--- src/rtl/core/rbei_pkg.sv ---
`default_nettype none
package rbei_pkg;

   // default sizes
   localparam int unsigned BODIES_DEF   = 64;
   localparam int unsigned NORM_ITER_DEF = 3;

   // request codes
   localparam logic [1:0] REQ_WRITE = 2'd0;
   localparam logic [1:0] REQ_READ  = 2'd1;
   localparam logic [1:0] REQ_STEP  = 2'd2;

   // register indexes
   localparam logic [1:0] CFG_DT = 2'd0;
   localparam logic [1:0] CFG_GX = 2'd1;
   localparam logic [1:0] CFG_GY = 2'd2;
   localparam logic [1:0] CFG_GZ = 2'd3;

   // component codes
   localparam logic [3:0] COMP_POS_X = 4'd0;
   localparam logic [3:0] COMP_VEL_X = 4'd3;
   localparam logic [3:0] COMP_QUAT_W = 4'd6;
   localparam logic [3:0] COMP_RATE_X = 4'd10;
   localparam logic [3:0] COMP_RATE_Z = 4'd12;
   localparam logic [3:0] COMP_KIND  = 4'd13;
   localparam logic [3:0] COMP_QUAT_Z = 4'd9;

   localparam logic [1:0] KIND_DYNAMIC = 2'd3;

   localparam logic [16:0]        DT_RESET = 17'd1092;
   localparam logic signed [31:0] GY_RESET = -32'sd642253;

   // chord for the first inverse square root guess, Q2.30
   localparam logic [31:0] GUESS_A1 = 32'd1388314624;
   localparam logic [31:0] GUESS_B1 = 32'd314572800;
   localparam logic [31:0] GUESS_A2 = 32'd981467136;
   localparam logic [31:0] GUESS_B2 = 32'd111149056;
   localparam logic [31:0] THREE_Q30 = 32'hC000_0000;

   localparam logic signed [67:0] SAT_HI = 68'sd2147483647;
   localparam logic signed [67:0] SAT_LO = -68'sd2147483648;

   typedef enum logic [3:0] {
      S_CLEAR, S_IDLE, S_READ, S_KRD, S_KCHK, S_LRD, S_LLAT, S_MUL, S_ACC,
      S_NINIT, S_SHIFT, S_VEL, S_WB, S_NEXT, S_DONE
   } state_type;

   typedef enum logic [2:0] {
      PH_GD, PH_PH, PH_Q, PH_SQ, PH_GS, PH_NT, PH_FIN
   } phase_type;

   typedef enum logic [1:0] {WS_ZERO, WS_HOST, WS_BODY} wsrc_type;

   typedef struct packed {
      phase_type   phase;
      logic [3:0]  j;
      logic        mul;
      logic        acc;
      logic        load;
      logic        ninit;
      logic        shift;
      logic        vel;
      wsrc_type    wsrc;
      logic [3:0]  comp;
      logic [31:0] host_value;
   } cmd_type;

   typedef struct packed {
      logic s_zero;
      logic t_ready;
   } status_type;

   typedef struct packed {
      logic [1:0] hi;
      logic [1:0] qi;
      logic       neg;
      logic       first;
      logic       last;
      logic [1:0] row;
   } qterm_type;

   // terms of (0,h)*q, three per result component
   function automatic qterm_type qterm(input logic [3:0] j);
      qterm_type r;
      case (j)
         4'd0:    r = '{hi: 2'd0, qi: 2'd1, neg: 1'b1, first: 1'b1, last: 1'b0, row: 2'd0};
         4'd1:    r = '{hi: 2'd1, qi: 2'd2, neg: 1'b1, first: 1'b0, last: 1'b0, row: 2'd0};
         4'd2:    r = '{hi: 2'd2, qi: 2'd3, neg: 1'b1, first: 1'b0, last: 1'b1, row: 2'd0};
         4'd3:    r = '{hi: 2'd0, qi: 2'd0, neg: 1'b0, first: 1'b1, last: 1'b0, row: 2'd1};
         4'd4:    r = '{hi: 2'd1, qi: 2'd3, neg: 1'b0, first: 1'b0, last: 1'b0, row: 2'd1};
         4'd5:    r = '{hi: 2'd2, qi: 2'd2, neg: 1'b1, first: 1'b0, last: 1'b1, row: 2'd1};
         4'd6:    r = '{hi: 2'd1, qi: 2'd0, neg: 1'b0, first: 1'b1, last: 1'b0, row: 2'd2};
         4'd7:    r = '{hi: 2'd2, qi: 2'd1, neg: 1'b0, first: 1'b0, last: 1'b0, row: 2'd2};
         4'd8:    r = '{hi: 2'd0, qi: 2'd3, neg: 1'b1, first: 1'b0, last: 1'b1, row: 2'd2};
         4'd9:    r = '{hi: 2'd2, qi: 2'd0, neg: 1'b0, first: 1'b1, last: 1'b0, row: 2'd3};
         4'd10:   r = '{hi: 2'd0, qi: 2'd2, neg: 1'b0, first: 1'b0, last: 1'b0, row: 2'd3};
         4'd11:   r = '{hi: 2'd1, qi: 2'd1, neg: 1'b1, first: 1'b0, last: 1'b1, row: 2'd3};
         default: r = '{hi: 2'd0, qi: 2'd0, neg: 1'b0, first: 1'b1, last: 1'b0, row: 2'd0};
      endcase
      return r;
   endfunction

   function automatic logic signed [31:0] sat32(input logic signed [67:0] x);
      logic signed [31:0] r;
      if (x > SAT_HI) r = 32'sh7FFF_FFFF;
      else if (x < SAT_LO) r = 32'sh8000_0000;
      else r = x[31:0];
      return r;
   endfunction

   // round half up, then arithmetic shift right by sh (1..32)
   function automatic logic signed [67:0] rnd_sh(input logic signed [67:0] x,
                                                input logic [5:0] sh);
      logic signed [67:0] r;
      r = x + (68'sd1 <<< (sh - 6'd1));
      return r >>> sh;
   endfunction

endpackage
`default_nettype wire

--- src/rtl/core/rbei_ctrl.sv ---
`default_nettype none
module rbei_ctrl #(
   parameter int unsigned BODIES          = rbei_pkg::BODIES_DEF,
   parameter int unsigned NORM_ITERATIONS = rbei_pkg::NORM_ITER_DEF,
   parameter int unsigned AW              = $clog2(BODIES)
) (
   input  wire logic                  clock,
   input  wire logic                  reset,
   input  wire logic                  req_tvalid,
   output logic                       req_tready,
   input  wire logic [47:0]           req_tdata,
   input  wire logic [1:0]            req_tuser,
   output logic                       rsp_tvalid,
   input  wire logic                  rsp_tready,
   output logic [31:0]                rsp_tdata,
   output logic                       rsp_tuser,
   output rbei_pkg::cmd_type          cmd,
   input  wire rbei_pkg::status_type  status,
   output logic                       ram_we,
   output logic [AW+3:0]              ram_addr,
   input  wire logic [31:0]           ram_rdata
);
   import rbei_pkg::*;

   localparam int unsigned ITW = $clog2(NORM_ITERATIONS + 1);

   state_type   state_ff, state_in;
   phase_type   phase_ff, phase_in;
   logic [3:0]  j_ff, j_in;
   logic [ITW-1:0] it_ff, it_in;
   logic [AW-1:0]  body_ff, body_in;
   logic [AW+3:0]  clr_ff, clr_in;
   logic        dyn_ff, dyn_in, rok_ff, rok_in;
   logic        rsp_valid_ff, rsp_valid_in, rsp_done_ff, rsp_done_in;
   logic [31:0] rsp_data_ff, rsp_data_in;
   logic [5:0]  req_body;
   logic [3:0]  req_comp;
   logic        accept, body_ok, comp_ok, rsp_free;

   assign req_body  = req_tdata[5:0];
   assign req_comp  = req_tdata[9:6];
   assign body_ok   = (32'(req_body) < 32'(BODIES));
   assign comp_ok   = (req_comp <= COMP_KIND);
   assign rsp_free  = !rsp_valid_ff || rsp_tready;
   assign req_tready = (state_ff == S_IDLE) && rsp_free;
   assign accept    = req_tvalid && req_tready;

   assign rsp_tvalid = rsp_valid_ff;
   assign rsp_tdata  = rsp_data_ff;
   assign rsp_tuser  = rsp_done_ff;

   always_comb begin
      state_in = state_ff; phase_in = phase_ff; j_in = j_ff; it_in = it_ff;
      body_in = body_ff; clr_in = clr_ff; dyn_in = dyn_ff; rok_in = rok_ff;
      rsp_valid_in = rsp_valid_ff && !rsp_tready;
      rsp_done_in = rsp_done_ff; rsp_data_in = rsp_data_ff;
      cmd = '0;
      cmd.phase = phase_ff;
      cmd.j = j_ff;
      ram_we = 1'b0;
      ram_addr = {body_ff, j_ff};

      case (state_ff)
         S_CLEAR: begin
            ram_we = 1'b1;
            ram_addr = clr_ff;
            cmd.wsrc = WS_ZERO;
            clr_in = clr_ff + 1'b1;
            if (clr_ff == '1) state_in = S_IDLE;
         end
         S_IDLE: begin
            ram_addr = {AW'(req_body), req_comp};
            cmd.comp = req_comp;
            cmd.host_value = req_tdata[41:10];
            cmd.wsrc = WS_HOST;
            if (accept) begin
               case (req_tuser)
                  REQ_WRITE: ram_we = body_ok && comp_ok;
                  REQ_READ: begin
                     rok_in = body_ok && comp_ok;
                     state_in = S_READ;
                  end
                  REQ_STEP: begin
                     phase_in = PH_GD;
                     j_in = '0;
                     state_in = S_MUL;
                  end
                  default: state_in = S_IDLE;
               endcase
            end
         end
         S_READ: begin
            rsp_valid_in = 1'b1;
            rsp_done_in = 1'b0;
            rsp_data_in = rok_ff ? ram_rdata : 32'd0;
            state_in = S_IDLE;
         end
         S_MUL: begin
            cmd.mul = 1'b1;
            state_in = S_ACC;
         end
         S_ACC: begin
            cmd.acc = 1'b1;
            state_in = S_MUL;
            j_in = j_ff + 4'd1;
            case (phase_ff)
               PH_GD: if (j_ff == 4'd2) begin
                  body_in = '0;
                  state_in = S_KRD;
               end
               PH_PH: if (j_ff == 4'd5) begin
                  phase_in = PH_Q;
                  j_in = '0;
               end
               PH_Q: if (j_ff == 4'd11) begin
                  phase_in = PH_SQ;
                  j_in = '0;
               end
               PH_SQ: if (j_ff == 4'd3) state_in = S_NINIT;
               PH_GS: begin
                  phase_in = PH_NT;
                  j_in = '0;
                  it_in = '0;
               end
               PH_NT: if (j_ff == 4'd2) begin
                  j_in = '0;
                  if (it_ff == ITW'(NORM_ITERATIONS - 1)) phase_in = PH_FIN;
                  else it_in = it_ff + 1'b1;
               end
               PH_FIN: if (j_ff == 4'd3) state_in = S_VEL;
               default: state_in = S_MUL;
            endcase
         end
         S_KRD: begin
            ram_addr = {body_ff, COMP_KIND};
            state_in = S_KCHK;
         end
         S_KCHK: begin
            // deleted and static bodies are left alone
            if (ram_rdata[1]) begin
               dyn_in = (ram_rdata[1:0] == KIND_DYNAMIC);
               j_in = '0;
               state_in = S_LRD;
            end else begin
               state_in = S_NEXT;
            end
         end
         S_LRD: state_in = S_LLAT;
         S_LLAT: begin
            cmd.load = 1'b1;
            cmd.comp = j_ff;
            j_in = j_ff + 4'd1;
            state_in = S_LRD;
            if (j_ff == COMP_RATE_Z) begin
               phase_in = PH_PH;
               j_in = '0;
               state_in = S_MUL;
            end
         end
         S_NINIT: begin
            cmd.ninit = 1'b1;
            state_in = status.s_zero ? S_VEL : S_SHIFT;
         end
         S_SHIFT: begin
            cmd.shift = 1'b1;
            if (status.t_ready) begin
               phase_in = PH_GS;
               j_in = '0;
               state_in = S_MUL;
            end
         end
         S_VEL: begin
            cmd.vel = dyn_ff;
            j_in = '0;
            state_in = S_WB;
         end
         S_WB: begin
            ram_we = 1'b1;
            cmd.wsrc = WS_BODY;
            cmd.comp = j_ff;
            j_in = j_ff + 4'd1;
            if (j_ff == COMP_QUAT_Z) state_in = S_NEXT;
         end
         S_NEXT: begin
            if (body_ff == AW'(BODIES - 1)) begin
               state_in = S_DONE;
            end else begin
               body_in = body_ff + 1'b1;
               state_in = S_KRD;
            end
         end
         S_DONE: begin
            if (rsp_free) begin
               rsp_valid_in = 1'b1;
               rsp_done_in = 1'b1;
               rsp_data_in = '0;
               state_in = S_IDLE;
            end
         end
         default: state_in = S_IDLE;
      endcase
   end

   always_ff @(posedge clock) begin
      if (reset) begin
         state_ff <= S_CLEAR;
         clr_ff <= '0;
         rsp_valid_ff <= 1'b0;
      end else begin
         state_ff <= state_in;
         clr_ff <= clr_in;
         rsp_valid_ff <= rsp_valid_in;
      end
      phase_ff <= phase_in; j_ff <= j_in; it_ff <= it_in; body_ff <= body_in;
      dyn_ff <= dyn_in; rok_ff <= rok_in;
      rsp_done_ff <= rsp_done_in; rsp_data_ff <= rsp_data_in;
   end

`ifndef SYNTHESIS
   a_shift_nonzero: assert property (@(posedge clock) disable iff (reset)
      (state_ff == S_SHIFT) |-> !status.s_zero)
      else $error("normalize shift entered with zero magnitude");
   a_acc_after_mul: assert property (@(posedge clock) disable iff (reset)
      (state_ff == S_ACC) |-> $past(state_ff == S_MUL))
      else $error("accumulate without a multiply");
   a_we_states: assert property (@(posedge clock) disable iff (reset)
      ram_we |-> (state_ff == S_CLEAR || state_ff == S_IDLE || state_ff == S_WB))
      else $error("table write outside clear, host write or write-back");
`endif
endmodule
`default_nettype wire

--- config.mk ---
export PLATFORM = sky130hd
export DESIGN_NAME = rbei_ctrl
export DESIGN_NICKNAME = d
export VERILOG_FILES = /design/src/rtl/core/rbei_pkg.sv /design/src/rtl/core/rbei_ctrl.sv
export SDC_FILE = /design/constraint.sdc
export NUM_CORES = 1
export LEC_CHECK = 0
export BUFFER_PORTS_ARGS = -buffer_cell sky130_fd_sc_hd__buf_2
export CORE_ASPECT_RATIO = 0.7
export CORE_MARGIN = 8
export CORE_UTILIZATION = 30
export DETAILED_ROUTE_END_ITERATION = 6
export GPL_TIMING_DRIVEN = 0
export MAX_ROUTING_LAYER = met4
export PLACE_DENSITY = 0.68
export SLEW_MARGIN = 20
export SYNTH_ARGS = -nofsm -noshare
export SYNTH_HDL_FRONTEND = slang
export SYNTH_SLANG_ARGS = --single-unit
export TNS_END_PERCENT = 100
--- constraint.sdc ---
create_clock -name clock -period 3.8 [get_ports clock]
set_input_delay 0.57 -clock clock [delete_from_list [all_inputs] [get_ports clock]]
set_output_delay 0.57 -clock clock [all_outputs]
set_load 0.02 [all_outputs]
==> results of run 1 <==
flip-flops by register name, indices dropped and copies added, names as in the netlist:
signal      flops
phase_ff        3
rsp_tdata      32
rsp_tuser       1
it_ff           2
dyn_ff          1
clr_ff         10
rok_ff          1
rsp_tvalid      1
j_ff            4
body_ff         6
state_ff        4
cell type report:
type	count	area (µm²)
Sequential cell	65	1802
Fill cell	1215	7126
Clock buffer	9	225.2
Buffer	23	112.6
Clock inverter	7	95.09
Timing Repair Buffer	179	918.4
Multi-Input combinational cell	287	1834
Tap cell	162	202.7
Inverter	17	63.81
stage by stage:
stage,instances,hold WS (ns),setup WS (ns),util
after global routing,749,0.5092,0.6600,0.4244
after global placement,732,0.5063,0.1462,0.3954
after detailed placement,733,0.5254,1.256,0.3985
after floorplan,392,0.4734,0.8905,-
final,749,0.5101,0.9165,0.4244
after CTS,749,0.5036,0.8827,0.4244
cells by family (layout without fill, tap and decap cells):
family | after synthesis | after routing | share of synthesized area
AOI/OAI and AO/OA | 71 | 71 | 0.1218
DFF | 65 | 65 | 0.4740
buffers and inverters | 40 | 235 | 0.04641
and+or+nand+nor | 183 | 183 | 0.2693
muxes | 8 | 8 | 0.02107
xor gates and xnor gates | 15 | 15 | 0.03456
adders and majority gates | 10 | 10 | 0.03292
cell usage after synthesis (5+ instances only):
| cell type | instances |
|---|---|
| sky130_fd_sc_hd__and2_1 | 67 |
| sky130_fd_sc_hd__edfxtp_1 | 50 |
| sky130_fd_sc_hd__nor2_1 | 39 |
| sky130_fd_sc_hd__nand2_1 | 20 |
| sky130_fd_sc_hd__o21ai_0 | 18 |
| sky130_fd_sc_hd__a21oi_1 | 16 |
| sky130_fd_sc_hd__clkbuf_1 | 16 |
| sky130_fd_sc_hd__dfxtp_1 | 15 |
| sky130_fd_sc_hd__inv_1 | 14 |
| sky130_fd_sc_hd__nand3_1 | 12 |
| sky130_fd_sc_hd__ha_1 | 10 |
| sky130_fd_sc_hd__and3_1 | 9 |
| sky130_fd_sc_hd__mux2i_1 | 8 |
| sky130_fd_sc_hd__xnor2_1 | 8 |
| sky130_fd_sc_hd__xor2_1 | 7 |
| sky130_fd_sc_hd__o22ai_1 | 6 |
| sky130_fd_sc_hd__a31oi_1 | 5 |
| sky130_fd_sc_hd__nand2b_1 | 5 |
| sky130_fd_sc_hd__nor2b_1 | 5 |
| sky130_fd_sc_hd__nor3_1 | 5 |
layer usage:
| layer | up-vias | part of all wire | track usage |
|---|---|---|---|
| li1 | 1762 | - | - |
| met3 | 15 | 0.13 | 0.05057 |
| met2 | 234 | 0.42 | 0.2326 |
| met5 | - | 0 | - |
| met4 | 0 | 0.016 | 0.04478 |
| met1 | 1701 | 0.44 | 0.1946 |
worst min path at each step:
stage,endpoint,cells after the start,from,slack (ns)
after global routing,rsp_tvalid,2,reset,0.51
after floorplan,clr_ff[5],2,clr_ff[5],0.47
final,rsp_tvalid,2,reset,0.51
after global placement,clr_ff[5],2,clr_ff[5],0.51
after CTS,rsp_tvalid,2,reset,0.50
after detailed placement,clr_ff[7],2,clr_ff[7],0.53
power by group:
| part | internal, mW | total [mW] | switching [mW] |
|---|---|---|---|
| combinational | 0.486 | 1.41 | 0.925 |
| sequential | 0.916 | 0.981 | 0.0650 |
| clock | 0.574 | 0.886 | 0.313 |
| total | 1.98 | 3.28 | 1.30 |
layout by cell type (no fill, tap or decap), types with 3 or more instances in the layout:
master,instances
sky130_fd_sc_hd__nor3_1,5
sky130_fd_sc_hd__dfxtp_1,15
sky130_fd_sc_hd__o21ai_0,18
sky130_fd_sc_hd__clkbuf_1,16
sky130_fd_sc_hd__a21oi_1,15
sky130_fd_sc_hd__edfxtp_1,50
sky130_fd_sc_hd__inv_1,14
sky130_fd_sc_hd__buf_2,181
sky130_fd_sc_hd__clkbuf_16,9
sky130_fd_sc_hd__nand2_1,20
sky130_fd_sc_hd__nor2_1,39
sky130_fd_sc_hd__nand3b_1,3
sky130_fd_sc_hd__o22ai_1,6
sky130_fd_sc_hd__nand4_1,3
sky130_fd_sc_hd__xor2_1,7
sky130_fd_sc_hd__nand3_1,12
sky130_fd_sc_hd__or3_1,3
sky130_fd_sc_hd__o31ai_1,3
sky130_fd_sc_hd__a31oi_1,5
sky130_fd_sc_hd__a22o_1,4
sky130_fd_sc_hd__ha_1,10
sky130_fd_sc_hd__xnor2_1,8
sky130_fd_sc_hd__inv_2,3
sky130_fd_sc_hd__and2_1,67
sky130_fd_sc_hd__nor2b_1,5
sky130_fd_sc_hd__and3_1,9
sky130_fd_sc_hd__mux2i_1,8
sky130_fd_sc_hd__nand2b_1,5
critical path, stage by stage (launching register included):
cell and delay [ns]:
sky130_fd_sc_hd__dfxtp_1 0.30, sky130_fd_sc_hd__buf_4 0.17, sky130_fd_sc_hd__nor2_1 0.28, sky130_fd_sc_hd__nand2_1 0.26, sky130_fd_sc_hd__inv_2 0.15, sky130_fd_sc_hd__buf_2 0.21
sky130_fd_sc_hd__clkbuf_1 0.26, sky130_fd_sc_hd__and2_1 0.18, sky130_fd_sc_hd__buf_2 0.16
==> metrics.md, run 1 <==
| Metric | Value |
|---|---|
| Min-delay worst type | in -> reg |
| Residual overflow from global routing | 0 |
| Clock Path Buffers | 2 |
| Result of the run | finished, final reports clean |
| Residual antenna-violating net count after detailed routing | 0 |
| Post-synth EDFFs | 50 |
| H-tree lvl count | 3 |
| Clock transition at the registers of the reported paths | 0.06 ns |
| Worst Setup End Kind | output pin |
| Clock skew after layout | 0.009882 ns |
| Actual transition at the worst max-transition pin | 0.9612 ns |
| Count of state elements after synthesis | 65 |
| Setup slack, reg-to-reg | roughly 1.3 ns |
| Initial Utilization | 0.3071 |
| Routability Congestion | between 0.9 and 1 |
| Clock period minus worst slack | 2.884 ns |
| Mapped cell area | 3801 µm² |
| Routed vias | 3712 |
| Initial DRT Pass Iterations | 5 |
| Post-CTS setup buffer count | 0 |
| Clock root cell | sky130_fd_sc_hd__clkbuf_16 |
| Pins Over Slew Limit | 0 |
| Rel. slew slack | 0.3524 |
| Static Leak | 2.347 nW |
| Origin of the critical flop-to-flop path | state_ff[3] |
| Main flop type after synthesis | sky130_fd_sc_hd__edfxtp_1 |
| Number of instances in the synthesized netlist | slightly below 400 |
| Number of gates resized after cts | 0 |
| Area of the core region | around 12000 µm² |
| DR WL/cell | 16.77 µm |
| Area of placed instances | 4933 µm² |
| Worst setup endpoint | cmd[6] |
| Synthesis-to-layout area growth | 38.22% |
| Max IR drop VDD | 358.0 µV |
| First-pass GRT wire length | 19.49 mm |
| Final Total Pwr | ~3.3 mW |
| Width of the die | 150.5 µm |
| NumNets Final | 680 |
| Clock tree from TritonCTS | built |
| Number of buffers added by the clock tree synthesis step | 9 |
| CP Max Fanout | 10 |
| Die height | 110.2 µm |
| Latest clock arrival within the worst-skew pair | between 0.3 and 0.4 ns |
| Number of primary I/O pins | 185 |
| Final setup fails | 0 |
| DP HPWL | 10.21 mm |
| Ranking of synthesized cells by area | sky130_fd_sc_hd__edfxtp_1 39%, sky130_fd_sc_hd__and2_1 11%, sky130_fd_sc_hd__dfxtp_1 7.9% |
| Fraction of synthesized cell area taken by the top area cell type | 0.3950 |
| Post-synthesis cell type count | 55 |
| Reg2Reg Capture Point | body_ff[0] |
| Post-Syn Area per Cell | between 9 and 10 µm² |
| Number of antenna diodes | 0 |
| Crit path arrival time | 2.31 ns |
| IO buf count | 178 |
| Worst setup path category | reg -> out |
| Global-route total usage across every layer | 0.1543 |
| Total of warnings raised by yosys | 0 |
| Post-route standard cell area excluding fillers | 5254 µm² |
| Crit. Startpoint | state_ff[2] |
| Number of cells on the worst reg-to-reg path | 4 |
| Wire length reported by the detailed router | ~13 mm |
| Hold Vio Cnt, Final | 0 |
| Number of clock sinks seen by CTS | 65 |
| Critical path data required time | 3.23 ns |
| Vias in the first global route | 3757 |
| Initial DRC Count | 205 |
| Aggregate negative setup slack | 0 ns |
| Yosys top cell by area | sky130_fd_sc_hd__edfxtp_1 |
| Setup crit start kind | flop |
| RSZ-0062 raised after global routing | no |
| Area of the die | 16590 µm² |
| Synthesized netlist net count | 490 |
| PwrDens | 623.9 nW/µm² |
| Number of max-cap violations | 0 |
| Antenna violations before repair | 0 |
| Number of vias per cell | between 4 and 5 |
| DRC Markers | 0 |
| Placement row count | 34 |
| Number of hold buffers added after cts | 0 |
| Share of cells above drive strength 1 | 0.3646 |
| Period utilisation layout | 0.7588 |
| Part of the Yosys area used for sequential elements | 0.4740 |
| Synth async-reset ratio | 0 |
| FMAX | 346.8 MHz |
| Maximum number of pins on one net before global-route repair | 26 |
(Power assumes the default switching activity.)
==> inputs of run 2 (changes only) <==
--- a/config.mk
+++ b/config.mk
@@ -12,7 +12,7 @@
 export DETAILED_ROUTE_END_ITERATION = 6
 export GPL_TIMING_DRIVEN = 0
 export MAX_ROUTING_LAYER = met4
-export PLACE_DENSITY = 0.68
+export PLACE_DENSITY = 0.7
 export SLEW_MARGIN = 20
 export SYNTH_ARGS = -nofsm -noshare
 export SYNTH_HDL_FRONTEND = slang
==> constraint.sdc (replaced) <==
create_clock -name clock -period 2.47 [get_ports clock]
set_input_delay 0.3705 -clock clock [delete_from_list [all_inputs] [get_ports clock]]
set_output_delay 0.3705 -clock clock [all_outputs]
set_load 0.02 [all_outputs]
==> metrics.md, run 2 (same netlist as run 1, synthesis figures left out) <==
| Metric | Value |
|---|---|
| Worst path buffer plus inverter count | 5 |
| Delay of the slowest cell on the worst path | 0.40 ns |
| Width of the die | 150.5 µm |
| Aggregate negative setup slack | 0 ns |
| Area of the die | 16590 µm² |
| Worst Setup End Kind | output pin |
| Antenna violations before repair | 1 |
| Share of cells above drive strength 1 | 0.3782 |
| Min-delay worst type | in -> reg |
| Initial DRT Pass Iterations | 6 |
| Vias in the first global route | 3715 |
| GR Layer Usage met3 | 0.05995 |
| Maximum number of pins on one net before global-route repair | 23 |
| Actual transition at the worst max-transition pin | 0.7375 ns |
| Global-route total usage across every layer | 0.1555 |
| Static Leak | approximately 2.4 nW |
| Synthesis-to-layout area growth | 38.35% |
| Routed vias | 3698 |
| Global route hottest layer | met2 |
| Most used cells in the layout excluding fill and tap cells | 181 x sky130_fd_sc_hd__buf_2, 67 x sky130_fd_sc_hd__and2_1, 50 x sky130_fd_sc_hd__edfxtp_1 |
| IO buf count | 178 |
| Post-CTS setup buffer count | 0 |
| First-pass GRT wire length | 19.37 mm |
| Wire length reported by the detailed router | roughly 13 mm |
| Rel. slew slack | 0.5054 |
| Number of primary I/O pins | between 150 and 200 |
| Hold Vio Cnt, Final | 0 |
| DP HPWL | 10.42 mm |
| Final setup fails | 0 |
| Met2 track utilization from global routing | 0.2364 |
| Cell total after placement | 733 |
| DR WL/cell | 17.21 µm |
| Leading cell type in the layout, fill and taps excluded | sky130_fd_sc_hd__buf_2 |
| Latest clock arrival within the worst-skew pair | 0.33 ns |
| Residual antenna-violating net count after detailed routing | 0 |
| Die height | between 100 and 150 µm |
| Global routing usage on met1 | 0.1867 |
| Placement row count | 34 |
| Number of buffers added by the clock tree synthesis step | 9 |
| Clock Path Buffers | 2 |
| Clock skew after layout | 0.008620 ns |
| Cells along the critical path | inv_2 -> nor2_4 -> nand2_2 -> inv_2 -> clkbuf_4 -> clkbuf_4 -> and2_1 -> buf_2 |
| H-tree lvl count | 3 |
| Initial DRC Count | 159 |
| Area of the core region | 12380 µm² |
| Worst-path cell with the longest stage delay | sky130_fd_sc_hd__dfxtp_2 |
| CP Max Fanout | 10 |
| Pins Over Slew Limit | 0 |
| FMAX | between 400 and 500 MHz |
| Initial Utilization | 0.3071 |
| Finished Layout Cells | 750 |
| Residual overflow from global routing | 0 |
| NumNets Final | 680 |
| Final-layout fill cell count | 1235 |
| Worst setup path category | reg -> out |
| Clock transition at the registers of the reported paths | 0.05 ns |
| Area of placed instances | 4933 µm² |
| Post-route standard cell area excluding fillers | 5259 µm² |
| Result of the run | finished, final reports clean |
| Clock root cell | sky130_fd_sc_hd__clkbuf_16 |
| Kind of cell adding the most delay to the critical path | buffers and inverters |
| Setup crit start kind | flop |
| Critical path data required time | between 2 and 2.5 ns |
| Clock period minus worst slack | between 2 and 2.5 ns |
| Final Total Pwr | a little under 5 mW |
| RSZ-0062 raised after global routing | no |
| Number of max-cap violations | 0 |
| Number of clock sinks seen by CTS | 65 |
| Period utilisation layout | 0.9404 |
| DRC Markers | 0 |
| PwrDens | around 940 nW/µm² |
| Routability Congestion | 0.8974 |
| Clock tree from TritonCTS | built |
| Number of vias per cell | 4.931 |
| Crit path arrival time | 1.95 ns |
| Max IR drop VDD | around 420 µV |
| Largest register FFs | 32 |
| Setup slack, reg-to-reg | 0.23 ns |
[run 2: cell count changes in the layout (fill, tap and decap cells not counted), sizes merged]
cell	change
bufinv	-2
clkbuf	+5
clkinv	-2
clkinvlp	-1
diode	+1
[run 2: report_power, final]
part / internal, mW / total [mW] / switching (mW)
Combinational: 0.773 / 2.21 / 1.44
Clock: 0.762 / 1.22 / 0.454
Sequential: 1.41 / 1.52 / 0.105
[run 2: what timing repair did]
item	4_1_cts	5_1_grt
endpoints found under the hold margin	0	0
hold buffers	0	0
gates resized for setup	6	14
setup endpoints to repair	36	40
[run 2: worst reg2reg max path, delay by kind of cell (launching register included)]
| family | cells | cell delay, ns |
|---|---|---|
| buffers and inverters | 3 | 0.81 |
| AND/OR/NAND/NOR | 2 | 0.41 |
| AO/OA/AOI/OAI | 1 | 0.34 |
| flip-flops | 1 | 0.32 |
[run 2: cell type report]
class                           count  area [µm²]  share of cell area
Multi-Input combinational cell    287        1857              0.3531
Sequential cell                    65        1803              0.3429
Timing Repair Buffer              179       918.4              0.1746
Clock buffer                       14       274.0             0.05211
Tap cell                          162       202.7             0.03854
Buffer                             23       123.9             0.02355
Inverter                           17       63.81             0.01213
Clock inverter                      2       13.76            0.002617
Antenna cell                        1       2.502           0.0004759
[run 2: worst paths after layout]
| path | startpoint | end | cells after the start |
|---|---|---|---|
| setup / recovery | state_ff[0] | cmd[14] | 8 |
| hold / removal | reset | clr_ff[5] | 2 |
| setup reg to reg | state_ff[3] | body_ff[0] | 6 |
| hold reg to reg | clr_ff[5] | clr_ff[5] | 2 |
[run 2: metal layers]
| metal | vias to the layer above | part of all wire |
|---|---|---|
| li1 | 1765 | - |
| met1 | 1695 | 0.45 |
| met2 | 219 | 0.42 |
| met3 | 19 | 0.12 |
| met4 | 0 | 0.017 |
| met5 | - | 0 |
[run 2: metrics by stage]
stage | worst slack (ns) | util | hold WS, ns
floorplan | 0.2683 | - | 0.4396
global placement | -0.2744 | 0.3957 | 0.5040
detailed placement | 0.01506 | 0.3985 | 0.5210
CTS | 0.02817 | 0.4229 | 0.3044
global route | 0.0002560 | 0.4248 | 0.3097
finish | 0.1472 | 0.4248 | 0.3156
